`src/rtl/mldlbc_pkg.sv`:
```
package mldlbc_pkg;

  localparam int unsigned NLong  = 31;
  localparam int unsigned KLong  = 16;
  localparam int unsigned NShort = 15;
  localparam int unsigned KShort = 7;

  localparam logic [15:0] CandLastLong  = 16'((1 << KLong) - 1);
  localparam logic [15:0] CandLastShort = 16'((1 << KShort) - 1);

  // starting best distance, above any reachable distance
  localparam logic [7:0] DistStart = 8'd233;

  typedef logic [NLong-1:0]  long_row_t;
  typedef logic [NShort-1:0] short_row_t;

  typedef enum logic [1:0] {
    ST_IDLE,
    ST_SEARCH,
    ST_FLUSH,
    ST_DONE
  } state_t;

  // generator rows, bit j is code position j
  localparam long_row_t GenLong [KLong] = '{
    31'b010_0111111_1000011_0000001_0000001,
    31'b001_0010101_0000010_0100001_0000010,
    31'b010_0100011_0000010_0100001_0000100,
    31'b000_1111010_1000001_0100001_0001000,
    31'b011_0110100_1000001_0100001_0010000,
    31'b111_1101001_1000011_0000001_0100000,
    31'b101_0101110_0000000_0000001_1000000,
    31'b110_1001011_0000010_0000010_0000000,
    31'b011_1111011_0000011_0100100_0000000,
    31'b101_1100011_0000000_0101000_0000000,
    31'b110_1100000_0000011_0110000_0000000,
    31'b110_0110011_0000001_1000000_0000000,
    31'b000_1111111_0000100_0000000_0000000,
    31'b101_1001101_1001000_0000000_0000000,
    31'b011_1010011_1010000_0000000_0000000,
    31'b110_1100110_1100000_0000000_0000000
  };

  localparam short_row_t GenShort [KShort] = '{
    15'b1_1000110_0010000,
    15'b0_0110101_0001000,
    15'b0_0101010_1000100,
    15'b1_0001001_0100010,
    15'b0_0000111_1100000,
    15'b0_1010000_1100001,
    15'b1_1111000_0011111
  };

  // xor of the generator rows picked by the set message bits
  function automatic long_row_t encode(input logic [15:0] msg, input logic short_sel);
    long_row_t cw;
    cw = '0;
    for (int i = 0; i < int'(KLong); i++) begin
      if (!short_sel && msg[i]) begin
        cw = cw ^ GenLong[i];
      end
    end
    for (int i = 0; i < int'(KShort); i++) begin
      if (short_sel && msg[i]) begin
        cw = cw ^ long_row_t'(GenShort[i]);
      end
    end
    return cw;
  endfunction

  // ones count, nibble counts summed
  function automatic logic [4:0] popcount31(input long_row_t v);
    logic [31:0] w;
    logic [4:0]  acc;
    logic [2:0]  nib;
    w   = {1'b0, v};
    acc = '0;
    for (int g = 0; g < 8; g++) begin
      nib = 3'(w[4*g]) + 3'(w[4*g+1]) + 3'(w[4*g+2]) + 3'(w[4*g+3]);
      acc = acc + 5'(nib);
    end
    return acc;
  endfunction

endpackage

```
`src/rtl/ml_decoder_linear_block_code.sv`:
```
// flow: an accepted request searches every candidate message of the selected code, one candidate
// per cycle through the encode and compare stages, then drains the compare stage and loads the best
// message into the output register; no new request is taken before that load, since the single
// candidate counter feeds one encode/count/compare unit
// reset: synchronous active-low rst_n, block idle, no result pending, code_select cleared
module ml_decoder_linear_block_code
  import mldlbc_pkg::*;
(
  input  logic        clk,
  input  logic        rst_n,
  input  logic        cfg_we,
  input  logic        cfg_code_select,
  input  logic        in_valid,
  output logic        in_ready,
  input  logic [30:0] in_received_word,
  output logic        out_valid,
  input  logic        out_ready,
  output logic [15:0] out_message
);

  // control state
  state_t      state_r, state_nxt;
  logic        code_sel_r;      // mode register
  logic        mode_r;          // mode frozen for the request in flight
  logic        out_valid_r;
  logic        pipe_vld_r;      // candidate sitting in the compare stage

  // payload
  logic [30:0] rx_r;            // received word, masked for the short code
  logic [15:0] cand_r;          // candidate being encoded
  logic [15:0] cand_d_r;        // candidate in the compare stage
  logic [30:0] diff_r;          // received xor candidate codeword
  logic [7:0]  best_dist_r;
  logic [15:0] best_r;
  logic [15:0] out_message_r;

  // sequencer outputs
  logic        accept;
  logic        issue;           // encode stage takes cand_r this cycle
  logic        load_out;        // final best goes to the output register
  logic [15:0] cand_last;
  logic [4:0]  cand_dist;
  logic        better;

  assign accept    = in_valid && in_ready;
  assign cand_last = mode_r ? CandLastShort : CandLastLong;

  // distance unit: strict compare keeps the lowest message on a tie
  assign cand_dist = popcount31(diff_r);
  assign better    = pipe_vld_r && ({3'b000, cand_dist} < best_dist_r);

  // state register
  always_ff @(posedge clk) begin
    if (!rst_n) begin
      state_r <= ST_IDLE;
    end else begin
      state_r <= state_nxt;
    end
  end

  // sequencer: search every candidate, drain the compare stage, then hand over
  always_comb begin
    state_nxt = state_r;
    in_ready  = 1'b0;
    issue     = 1'b0;
    load_out  = 1'b0;
    unique case (state_r)
      ST_IDLE: begin
        in_ready = 1'b1;
        if (in_valid) begin
          state_nxt = ST_SEARCH;
        end
      end
      ST_SEARCH: begin
        issue = 1'b1;
        if (cand_r == cand_last) begin
          state_nxt = ST_FLUSH;
        end
      end
      ST_FLUSH: begin
        // last candidate is compared on this edge
        state_nxt = ST_DONE;
      end
      ST_DONE: begin
        // wait for the output register to be free
        if (!out_valid_r || out_ready) begin
          load_out  = 1'b1;
          state_nxt = ST_IDLE;
        end
      end
      default: begin
        state_nxt = ST_IDLE;
      end
    endcase
  end

  // control registers
  always_ff @(posedge clk) begin
    if (!rst_n) begin
      code_sel_r  <= 1'b0;
      out_valid_r <= 1'b0;
      pipe_vld_r  <= 1'b0;
    end else begin
      if (cfg_we) begin
        code_sel_r <= cfg_code_select;
      end
      pipe_vld_r <= issue;
      if (load_out) begin
        out_valid_r <= 1'b1;
      end else if (out_ready) begin
        out_valid_r <= 1'b0;
      end
    end
  end

  // datapath
  always_ff @(posedge clk) begin
    if (accept) begin
      mode_r      <= code_sel_r;
      rx_r        <= code_sel_r ? {16'h0000, in_received_word[14:0]} : in_received_word;
      cand_r      <= '0;
      best_dist_r <= DistStart;
      best_r      <= '0;
    end else begin
      if (issue) begin
        cand_r <= cand_r + 16'd1;
      end
      if (better) begin
        best_dist_r <= {3'b000, cand_dist};
        best_r      <= cand_d_r;
      end
    end
    // encode stage
    diff_r   <= rx_r ^ encode(cand_r, mode_r);
    cand_d_r <= cand_r;
    if (load_out) begin
      out_message_r <= best_r;
    end
  end

  assign out_valid   = out_valid_r;
  assign out_message = out_message_r;

endmodule

```
`config.mk`:
```
export PLATFORM = sky130hd
export DESIGN_NAME = ml_decoder_linear_block_code
export DESIGN_NICKNAME = d
export VERILOG_FILES = /design/src/rtl/mldlbc_pkg.sv /design/src/rtl/ml_decoder_linear_block_code.sv
export SDC_FILE = /design/constraint.sdc
export NUM_CORES = 1
export LEC_CHECK = 0
export BUFFER_PORTS_ARGS = -buffer_cell sky130_fd_sc_hd__buf_2
export CORE_ASPECT_RATIO = 0.9
export CORE_UTILIZATION = 45
export CTS_CLUSTER_SIZE = 14
export DETAILED_ROUTE_END_ITERATION = 8
export REMOVE_ABC_BUFFERS = 1
export SYNTH_ARGS = -nofsm -noshare
export SYNTH_HDL_FRONTEND = slang
export SYNTH_SLANG_ARGS = --single-unit
```
`constraint.sdc`:
```
create_clock -name clk -period 8.3 [get_ports clk]
set_input_delay 1.66 -clock clk [delete_from_list [all_inputs] [get_ports clk]]
set_output_delay 1.66 -clock clk [all_outputs]
set_load 0.01 [all_outputs]
```
After elaboration in Yosys (flattened, before gate mapping)
Cells that the tools add are included.
{"block": "classes", "n_addsub": 31, "n_lt_le_gt_ge": 1, "eq_ne": 7, "n_mux": 34, "bitwise_logic": 23, "n_reduce_logical": 31}
{"op": "two-way mux 31 bit", "count": 8}
{"op": "two-way mux 30 bit", "count": 5}
{"op": "NOT 8 bit", "count": 11}
{"op": "two-way mux 28 bit", "count": 2}
{"op": "two-way mux 15 bit", "count": 3}
{"op": "XOR 31 bit", "count": 1}
{"op": "NOT 10 bit", "count": 3}
{"op": "NOT 5 bit", "count": 6}
{"op": "two-way mux 29 bit", "count": 1}
{"op": "two-way mux 13 bit", "count": 2}
{"op": "adder 5 x 3 -> 5 bit", "count": 5}
{"op": "logical AND 1 bit", "count": 25}
{"op": "adder 2 x 1 -> 3 bit", "count": 8}
{"op": "NOT 12 bit", "count": 2}
{"op": "adder 3 x 1 -> 3 bit", "count": 7}
{"op": "adder 1 x 1 -> 2 bit", "count": 8}
{"op": "adder 16 x 1 -> 16 bit (second input constant)", "count": 1}
{"op": "equality test 16 bit", "count": 1}
{"op": "two-way mux 16 bit", "count": 1}
{"op": "two-way mux 14 bit", "count": 1}
{"op": "two-way mux 10 bit", "count": 1}
{"op": "less-than comparator 5 x 8 -> 1 bit", "count": 1}
{"op": "one-hot mux 2 bit (4 select lines)", "count": 1}
{"op": "two-way mux 1 bit", "count": 6}
{"op": "11 further kinds", "count": 17}
{"block": "totals", "register_bits": 140, "inputBits": 37, "output_inout_bits": 18, "word_cells": 140}

Logic depth before layout (Yosys ltp)
Gate-level depths: netlist of the first run.
{"block": "depth", "word_depth": 48, "depth_mapped": 23, "ltp_nobuf": 22}

Worst setup path before layout of the first run
OpenSTA, ideal clock, no wires.
{"block": "synth_timing", "path_kind": "reg-to-reg", "start": "register diff_r[17]", "end": "register best_dist_r[4]", "setup_time_ps": 71, "arrival_time_ps": 5706, "required_time_ps": 8229, "setup_slack_ps": 2523, "path_stages_with_launch": 24, "path_buffers": 1, "period_less_slack_ps": 5777, "path_cell_list": "dfxtp_1 > fa_1 > inv_1 > fa_1 > inv_1 > fa_1 > inv_1 > fa_1 > fa_1 > fa_1 > inv_1 > fa_1 > inv_1 > fa_1 > nor2b_1 > o21a_1 > or3_1 > and2_1 > ha_1 > nor2_1 > o2111a_1 > clkbuf_1 > o211ai_1 > a21oi_1"}
{"block": "synth_between", "elab_chain_len": 9}
{"item": "start, declared", "line_no": "ml_decoder_linear_block_code.sv:32", "source": "logic [30:0] diff_r;"}
{"item": "start signal, assigned", "line_no": "ml_decoder_linear_block_code.sv:134", "source": "diff_r <= rx_r ^ encode(cand_r, mode_r);"}
{"item": "adder 1 x 1 -> 2 bit (*)", "line_no": "mldlbc_pkg.sv:79", "source": "nib = 3'(w[4*g]) + 3'(w[4*g+1]) + 3'(w[4*g+2]) + 3'(w[4*g+3]);"}
{"item": "adder 2 x 1 -> 3 bit (*)", "line_no": "mldlbc_pkg.sv:79"}
{"item": "adder 3 x 1 -> 3 bit (*)", "line_no": "mldlbc_pkg.sv:79"}
{"item": "adder 5 x 3 -> 5 bit (*) (4 in series)", "line_no": "mldlbc_pkg.sv:80", "source": "acc = acc + 5'(nib);"}
{"item": "net cand_dist[4]", "line_no": "ml_decoder_linear_block_code.sv:42", "source": "logic [4:0] cand_dist;"}
{"item": "less-than comparator 5 x 8 -> 1 bit", "line_no": "ml_decoder_linear_block_code.sv:50", "source": "assign better = pipe_vld_r && ({3'b000, cand_dist} < best_dist_r);"}
{"item": "logical AND 1 bit", "line_no": "ml_decoder_linear_block_code.sv:50"}
{"item": "end signal, assigned", "line_no": "ml_decoder_linear_block_code.sv:122", "source": "best_dist_r <= DistStart;"}
{"item": "end signal, assigned", "line_no": "ml_decoder_linear_block_code.sv:129", "source": "best_dist_r <= {3'b000, cand_dist};"}
{"item": "end, declared", "line_no": "ml_decoder_linear_block_code.sv:33", "source": "logic [7:0] best_dist_r;"}
The timed path passes the listed nets; every way through them passes the cells marked *.
A chain may end at the register's enable or synchronous reset.

Worst setup path after layout of the first run
Ends and elaborated chain as after synthesis.

==> summary.md, run 1 <==
| Metric | Value |
|---|---|
| Status | `finished, final reports clean` |
| Clock Skew | `0.006911 ns` |
| Final Max Slew Viols | `0` |
| Crit path largest cell delay | `0.68 ns` |
| # fillers | `1229` |
| Vias in the first global route | `3880` |
| Max_cap viols | `0` |
| Most frequent cells in the layout | `dfxtp_1 (90), xnor2_1 (81), inv_1 (58)` |
| Gr usage total | `0.1844` |
| DIE WIDTH | `128.5 um` |
| FFs w/ async S/R, synth | `0` |
| Die Span Y | `115.9 um` |
| TritonCTS clock tree | `yes` |
| Placer Congestion | `0.7642` |
| I/O pins | `55` |
| Via density | `4.736` |
| Num rows | `41` |
| Clk sink count | `138` |
| Largest net degree at the start of global routing | `45` |
| Synth Area in XOR/XNOR | `0.1787` |
| Detailed Place HPWL | `8871 um` |
| DRT iter0 DRCs | `158` |
| Synthesized instance count | `577` |
| Clock Latency Late Sink | `0.42 ns` |
| Layout cells sized above 1 | `0.1462` |
| Complex-gate fraction of the synthesized area | `0.05403` |
| Post-DRT Antenna Nets | `0` |
| Cell variety after synth | `42` |
| Crit path launch | `diff_r[17]` |
| First-pass GRT wire length | `20150 um` |
| Layout area overhead | `16.77%` |
| Grt ovf | `0` |
| # DRC | `0` |
| Root Driver | `clkbuf_16` |
| Fin crit period | `6.301 ns` |
| Final Setup Violations | `0` |
| Worst Hold Class | `flop to flop` |
| Arr. time, crit path | `6.64 ns` |
| Measured slew at the worst slew-check pin | `0.9391 ns` |
| Simple-Gate Fraction of Synth Area | `0.08742` |
| Crit path top cell by count | `fa_1` |
| Die area | `0.01489 mm^2` |
| Hold_sp | `cand_r[15]` |
| H-tree depth | `4` |
| Vias | `3959` |
| Top FF cell, synth | `dfxtp_1` |
| CTS Buf Count | `17` |
| Initial antenna violation count | `0` |
| Main combinational cell family by area after synthesis | `XOR/XNOR gates` |
| Adder-cell area share of the yosys netlist | `0.1193` |
| CP Cell Sequence | `fa_1, inv_1, fa_1, inv_1, fa_1, inv_1, fa_1, fa_1, fa_1, inv_1, fa_1, inv_1, fa_1, nor2b_1, o21a_1, or3_1, and2_1, ha_1, nor2_1, o2111a_1, o211ai_1, a21oi_1` |
| Register bit total from synthesis | `138` |
| Critical Path Fanout Max | `21` |
| Placed cell area | `0.006925 mm^2` |
| Worst setup SP type | `flop` |
| CP required | `8.64 ns` |
| CTS max path bufs | `2` |
| Area used by multi-input combinational logic | `0.002919 mm^2` |
| Final nets | `715` |
| Peak Freq | `158.7 MHz` |
| Clock slew at reported path FFs | `0.06 ns` |
| Buffers on Ports | `54` |
| Warning count from the yosys run | `0` |
| Sequential area share after synthesis | `0.5002` |
| WS Path Type | `flop to flop` |
| Drt total wl | `12550 um` |
| Worst R2R Start | `diff_r[17]` |
| Final period utilization | `0.7592` |
| Initial Utilization | `0.4613` |
| Diodes inserted | `0` |
| Leading cell type in the layout, fill and taps excluded | `dfxtp_1` |
| Finished layout cell area | `0.007571 mm^2` |
| Post-Syn Area | `0.006484 mm^2` |
| Cts hold-fix bufs | `0` |
| Cts repair resizes | `0` |
| Mux cell area share after synthesis | `0.01081` |
| Drt pass-1 iters | `4` |
| Routed len/inst | `15.01 um` |
| Post-CTS Setup Inserts | `0` |
| Mean Syn Cell Area | `11.24 um^2` |
| Core footprint | `0.01406 mm^2` |
| Hold Violations, Final | `0` |
| Fin Setup TNS | `0 ns` |
| RSZ-0062 raised after global routing | `false` |
| Reg area | `0.003243 mm^2` |
| Slowest stage cell, crit path | `o2111a_1` |
| Crit end category | `flop` |
| Slew margin rel. | `0.3739` |
| Number of synthesized flops with an enable pin | `48` |
==> synthesized netlist by cell type, types with 2 or more instances <==
master / instances / area share
fa_1: 23 / 0.071
o21ai_1: 20 / 0.015
nand2_1: 15 / 0.0087
ha_1: 25 / 0.048
nand4_1: 4 / 0.0039
xnor2_2: 5 / 0.013
o21a_1: 3 / 0.0035
xor2_1: 37 / 0.050
o21ai_0: 4 / 0.0031
buf_1: 2 / 0.0012
dfxtp_1: 90 / 0.28
inv_1: 58 / 0.034
nor2b_1: 21 / 0.020
and4_1: 2 / 0.0027
mux2i_1: 7 / 0.011
clkbuf_1: 14 / 0.0081
buf_2: 8 / 0.0062
and3_1: 4 / 0.0039
xnor2_1: 81 / 0.11
a21oi_1: 26 / 0.020
edfxtp_1: 48 / 0.22
nand3_1: 23 / 0.018
nor2_1: 35 / 0.020
and2_1: 4 / 0.0039
==> routing by layer <==
layer  GRT usage  wire length (um)  vias up  part of all wire
met3     0.04940               587       19             0.047
met2      0.2901              5763       86              0.46
li1            -                 -     1981                 -
met4     0.07216               176        0             0.014
met1      0.2429              6019     1873              0.48
met5           0                 0        -                 0
==> critical path, delay by kind of cell, from the launching register on <==
family          cells  cell delay (ns)
compound gates      4             1.25
fa+ha+maj           9             3.69
buf+inv             5             0.29
flops               1             0.31
simple gates        4             0.69
==> path summary, 6_finish.rpt <==
path | end | slack [ns] | depth (start not counted)
hold reg to reg | cand_d_r[15] | 0.42 | 0
hold / removal | cand_d_r[15] | 0.42 | 0
setup / recovery | best_dist_r[4] | 2.00 | 22
setup reg to reg | best_dist_r[4] | 2.00 | 22
==> area by class of cell <==
| type | count | share of cell area |
|---|---|---|
| sequential | 138 | 0.4284 |
| multi-input combinational | 356 | 0.3856 |
| clock buffer | 24 | 0.06363 |
| timing repair buffer | 58 | 0.03966 |
| tap | 193 | 0.03190 |
| inverter | 59 | 0.02925 |
| clock inverter | 8 | 0.02165 |
==> kinds of logic after synthesis <==
kind of cell	count (synthesis)
flops	138
xor+xnor	125
simple gates	114
buf+inv	83
compound gates	62
fa+ha+maj	48
mux	7
==> through the flow <==
stage               hold WS (ns)  utilization  worst slack [ns]  std cells
finish                    0.4171       0.5386             1.999        836
floorplan                 0.3661            -             2.072        553
global placement          0.4033       0.4927             2.173        804
detailed placement        0.4000       0.4927             1.970        804
global route              0.4301       0.5386             1.618        836
CTS                       0.4206       0.5386             1.947        836
==> state kept, by name, summed over array words and instances, names as in the netlist, 2 cells and up <==
| name | cells |
|---|---|
| best_dist_r | 6 |
| state_r | 2 |
| diff_r | 31 |
| best_r | 16 |
| rx_r | 31 |
| cand_d_r | 16 |
| out_message | 16 |
| cand_r | 16 |
Power of run 1 is left out: the tool's default activity adds up to more than one toggle a clock period on the data nets, which glitch-free logic cannot reach.
==> inputs of run 2 (changes only) <==
- ABC_AREA: default -> 1
- clock period: 8.3 -> 6.4 ns (I/O delays scaled with it)
==> run 2 against run 1 <==
Final cell count grew 45%. Clock skew grew 0.0044 ns. Maximum frequency grew 13%. Final area grew 14%.
==> summary.md, run 2 <==
| Metric | Value |
|---|---|
| Drt pass-1 iters | `7` |
| Pre-CTS WS | `0.7626 ns` |
| Crit path launch | `diff_r[17]` |
| Crit path top cell by count | `fa_1` |
| Num rows | `44` |
| Routed len/inst | `12.47 um` |
| Initial antenna violation count | `0` |
| Worst Hold Class | `flop to flop` |
| Synthesized instance count | `942` |
| Mean Syn Cell Area | `8.081 um^2` |
| FFs w/ async S/R, synth | `0` |
| Crit path largest cell delay | `0.54 ns` |
| # DRC | `0` |
| Critical Path Fanout Max | `22` |
| First-pass GRT wire length | `25690 um` |
| Post-CTS Setup Inserts | `0` |
| Sequential area share after synthesis | `0.4260` |
| Slowest stage cell, crit path | `fa_1` |
| Placer Congestion | `0.8534` |
| Largest registers | `diff_r (31), rx_r (31)` |
| Die area | `0.01744 mm^2` |
| Most frequent cells in the layout | `nand2_1 (240), inv_1 (193), dfxtp_1 (90)` |
| Final period utilization | `0.8750` |
| WL met2 | `6505 um` |
| Clock Latency Late Sink | `0.42 ns` |
| Fin Setup TNS | `0 ns` |
| Diodes inserted | `0` |
| Die Span Y | `125.4 um` |
| Cell variety after synth | `37` |
| Top FF cell, synth | `dfxtp_1` |
| Register bit total from synthesis | `138` |
| Most numerous cell in the Yosys netlist | `nand2_1` |
| Hold Violations, Final | `0` |
| Vias in the first global route | `5253` |
| Worst R2R Start | `diff_r[17]` |
| Peak Freq | `178.6 MHz` |
| CTS Buf Count | `17` |
| Layout area overhead | `12.90%` |
| Metal3 WL | `556 um` |
| Root Driver | `clkbuf_16` |
| Grt ovf | `0` |
| Crit end category | `flop` |
| Max Used Layer | `met4` |
| Worst setup SP type | `flop` |
| Clk sink count | `138` |
| Synth area leaders | `dfxtp_1 (24%), edfxtp_1 (19%), nand2_1 (12%)` |
| Arr. time, crit path | `5.96 ns` |
| Final nets | `1079` |
| Buffers on Ports | `54` |
| CP required | `6.76 ns` |
| Max_cap viols | `0` |
| Core footprint | `0.01635 mm^2` |
| Buf/Inv on CP | `9` |
| Largest net degree at the start of global routing | `37` |
| Final Setup Violations | `0` |
| # fillers | `1588` |
| TritonCTS clock tree | `yes` |
| I/O pins | `55` |
| Clock Skew | `0.01130 ns` |
| WS Path Type | `flop to flop` |
| Cts repair resizes | `0` |
| Measured slew at the worst slew-check pin | `0.7470 ns` |
| Status | `finished, final reports clean` |
| Top cell type's share of synthesized area | `0.2367` |
| Clock slew at reported path FFs | `0.06 ns` |
| Number of synthesized flops with an enable pin | `48` |
| Warning count from the yosys run | `0` |
| CTS max path bufs | `2` |
| Slack of the critical path | `0.7998 ns` |
| Via density | `4.600` |
| Drt total wl | `15140 um` |
| Initial Utilization | `0.4656` |
| Yosys top cell by area | `dfxtp_1` |
| Post-Syn Area | `0.007612 mm^2` |
| Post-synth top cells | `nand2_1 (240), inv_1 (193), dfxtp_1 (90)` |
| DRT iter0 DRCs | `263` |
| Post-DRT Antenna Nets | `0` |
| Cts hold-fix bufs | `0` |
| Vias | `5584` |
| Gr usage total | `0.1893` |
| Hold_sp | `cand_r[14]` |
| H-tree depth | `4` |
| Slew margin rel. | `0.5020` |
| Layout cells sized above 1 | `0.1192` |
| Leading cell type in the layout, fill and taps excluded | `nand2_1` |
| DIE WIDTH | `139.1 um` |
| Met1 WL | `7983 um` |
| Delay-heaviest family, CP | `adder cells` |
| Detailed Place HPWL | `11370 um` |
| Fin crit period | `5.600 ns` |
| Final Max Slew Viols | `0` |
| RSZ-0062 raised after global routing | `false` |
run 2: area by class of cell:
class | instances | area, um^2 | area share
timing repair buffer | 61 | 322.8 | 0.03756
tap | 207 | 259.0 | 0.03014
multi-input combinational | 577 | 3431 | 0.3992
inverter | 199 | 747.0 | 0.08691
sequential | 138 | 3243 | 0.3773
clock buffer | 23 | 478.0 | 0.05561
clock inverter | 9 | 113.9 | 0.01325
run 2: worst paths after layout:
| check | depth (start not counted) | endpoint | slack, ns |
|---|---|---|---|
| worst max-delay path | 26 | best_r[14] | 0.80 |
| worst min-delay path | 0 | cand_d_r[14] | 0.40 |
| worst max register to register | 26 | best_r[14] | 0.80 |
| worst min register to register | 0 | cand_d_r[14] | 0.40 |
run 2: cell families (layout without fill, tap and decap cells):
family          Yosys count  after routing  synth area share
simple gates            411            411            0.2360
flops                   138            138            0.4260
xor+xnor                 65             65           0.07577
compound gates           53             53           0.03731
buf+inv                 227            292            0.1233
fa+ha+maj                48             48            0.1016
run 2: metal layers:
metal / up-vias / track usage
li1: 2962 / -
met1: 2537 / 0.2707
met2: 76 / 0.2882
met3: 9 / 0.04711
met4: 0 / 0.04183
met5: - / 0
run 2: worst register-to-register path, delay by kind of cell (launching register included):
family	cells	cell delay [ns]
fa+ha+maj	9	3.65
buf+inv	9	0.83
simple gates	8	0.73
flops	1	0.32
run 2: through the flow:
| step | cell area [um^2] | hold slack (ns) | utilization | std cells |
|---|---|---|---|---|
| 5_1_grt | 8594 | 0.4194 | 0.5256 | 1214 |
| 3_3_place_gp | 8003 | 0.4015 | 0.4894 | 1182 |
| 3_5_place_dp | 8003 | 0.4055 | 0.4894 | 1182 |
| 6_report | 8594 | 0.4011 | 0.5256 | 1214 |
| 4_1_cts | 8594 | 0.4108 | 0.5256 | 1214 |
| 2_1_floorplan | 7421 | 0.3643 | - | 914 |
Power of run 2 is left out for the same reason.
==> inputs of run 3 (changes only) <==
- MAX_ROUTING_LAYER: default -> met4
==> run 3 against run 2 <==
Worst setup slack barely moved. Non-clock buffer count stayed put. Final cell count did not move. First-iteration DRC count decreased by 1.1%. Via count rose by 0.16%. Die area is the same. Utilization is the same. Worst hold slack hardly changed. Routed wire length shrank 0.20%. Flip-flop and latch count did not move.
==> summary.md, run 3 (synthesis results as in run 2) <==
| Metric | Value |
|---|---|
| Leading cell type in the layout, fill and taps excluded | `nand2_1` |
| Max_cap viols | `0` |
| Crit end category | `flop` |
| Worst Hold Class | `flop to flop` |
| Clk sink count | `138` |
| Cts repair resizes | `0` |
| Core footprint | `0.01635 mm^2` |
| Slew margin rel. | `0.5119` |
| Pre-CTS WS | `0.7626 ns` |
| WS Path Type | `flop to flop` |
| Initial Utilization | `0.4656` |
| Diodes inserted | `0` |
| R2r endpoint | `best_r[14]` |
| FF-to-FF setup slack | `0.80 ns` |
| CP required | `6.76 ns` |
| Grt ovf | `0` |
| Hold Path Stages | `0` |
| TritonCTS clock tree | `yes` |
| Root Driver | `clkbuf_16` |
| Final nets | `1079` |
| WHS Endpoint | `cand_d_r[14]` |
| DIE WIDTH | `139.1 um` |
| Critical Path Fanout Max | `22` |
| Placed cell area | `0.008003 mm^2` |
| Cts hold-fix bufs | `0` |
| Drt pass-1 iters | `7` |
| CTS Buf Count | `17` |
| Largest registers | `diff_r (31), rx_r (31)` |
| Final period utilization | `0.8751` |
| Layout cells sized above 1 | `0.1192` |
| Finished layout cell area | `0.008594 mm^2` |
| Most frequent cells in the layout | `nand2_1 (240), inv_1 (193), dfxtp_1 (90)` |
| Measured slew at the worst slew-check pin | `0.7322 ns` |
| Arr. time, crit path | `5.96 ns` |
| # DRC | `0` |
| Fin crit period | `5.600 ns` |
| Clock slew at reported path FFs | `0.06 ns` |
| Vias in the first global route | `5243` |
| Vias | `5593` |
| First-pass GRT wire length | `25710 um` |
| DRT iter0 DRCs | `260` |
| Num rows | `44` |
| Fin Setup TNS | `0 ns` |
| Peak Freq | `178.6 MHz` |
| Via density | `4.607` |
| Clock Skew | `0.01114 ns` |
| Layout area overhead | `12.90%` |
| RSZ-0062 raised after global routing | `false` |
| Slack of the critical path | `0.7996 ns` |
| CTS max path bufs | `2` |
| Worst setup SP type | `flop` |
| Hold Violations, Final | `0` |
| H-tree depth | `4` |
| R2R cell count | `26` |
| Gr usage total | `0.1951` |
| Hold_sp | `cand_r[14]` |
| I/O pins | `55` |
| Die area | `0.01744 mm^2` |
| Final Setup Violations | `0` |
| Buffers on Ports | `54` |
| Detailed Place HPWL | `11370 um` |
| Die Span Y | `125.4 um` |
| Largest net degree at the start of global routing | `37` |
| Final Max Slew Viols | `0` |
| Status | `finished, final reports clean` |
| Initial antenna violation count | `0` |
| Post-DRT Antenna Nets | `0` |
| Drt total wl | `15110 um` |
| Clock Latency Late Sink | `0.42 ns` |
| Final core occ | `0.5256` |
| Post-CTS Setup Inserts | `0` |
| Routed len/inst | `12.45 um` |
| Worst R2R Start | `diff_r[17]` |
| Placer Congestion | `0.8670` |
==> run 3: cell counts in the layout (fill, tap and decap cells not counted) <==
No cell type changed its count.
==> run 3: how the worst max path moves through the flow <==
stage | to | cells after the start | slack (ns) | from
floorplan | best_dist_r[0] | 23 | 0.50 | diff_r[17]
global placement | best_r[1] | 24 | 0.87 | diff_r[17]
detailed placement | best_r[14] | 27 | 0.76 | diff_r[17]
CTS | best_r[14] | 27 | 0.76 | diff_r[17]
global route | best_r[14] | 27 | 0.40 | diff_r[17]
finish | best_r[14] | 26 | 0.80 | diff_r[17]
==> run 3: final cells by class <==
cell class / count / area, um^2
tap: 207 / 259.0
clock buffer: 23 / 478.0
clock inverter: 9 / 113.9
inverter: 199 / 747.0
fill: 1588 / 7756
sequential: 138 / 3243
multi-input combinational: 577 / 3431
timing repair buffer: 61 / 322.8
==> run 3: stage by stage <==
stage / hold slack [ns] / instances
global route: 0.4194 / 1214
detailed placement: 0.4055 / 1182
finish: 0.4012 / 1214
global placement: 0.4015 / 1182
floorplan: 0.3643 / 914
CTS: 0.4108 / 1214
==> run 3: worst max-delay path, stage by stage, from the launching register on <==
cell and delay [ns]:
dfxtp_1 0.32, fa_1 0.53, inv_1 0.05, fa_1 0.49, inv_1 0.05, fa_1 0.47
inv_1 0.05, fa_1 0.48, fa_1 0.54, fa_1 0.40, inv_1 0.08, fa_1 0.19
inv_1 0.06, fa_1 0.39, nand3b_1 0.19, nand2_1 0.08, nand2_1 0.04, nand2_1 0.07
inv_1 0.04, ha_1 0.16, nand2_1 0.06, buf_4 0.24, nand3_1 0.11, buf_4 0.22
nand2_1 0.09, inv_1 0.04, nor2_1 0.09
==> run 3: per-layer routing <==
metal / global-route usage / vias up / part of all wire
li1: - / 2962 / -
met1: 0.2712 / 2543 / 0.53
met2: 0.2873 / 79 / 0.43
met5: - / - / 0
met4: 0.04183 / 0 / 0.0062
met3: 0.04711 / 9 / 0.035
Power of run 3 is left out for the same reason.
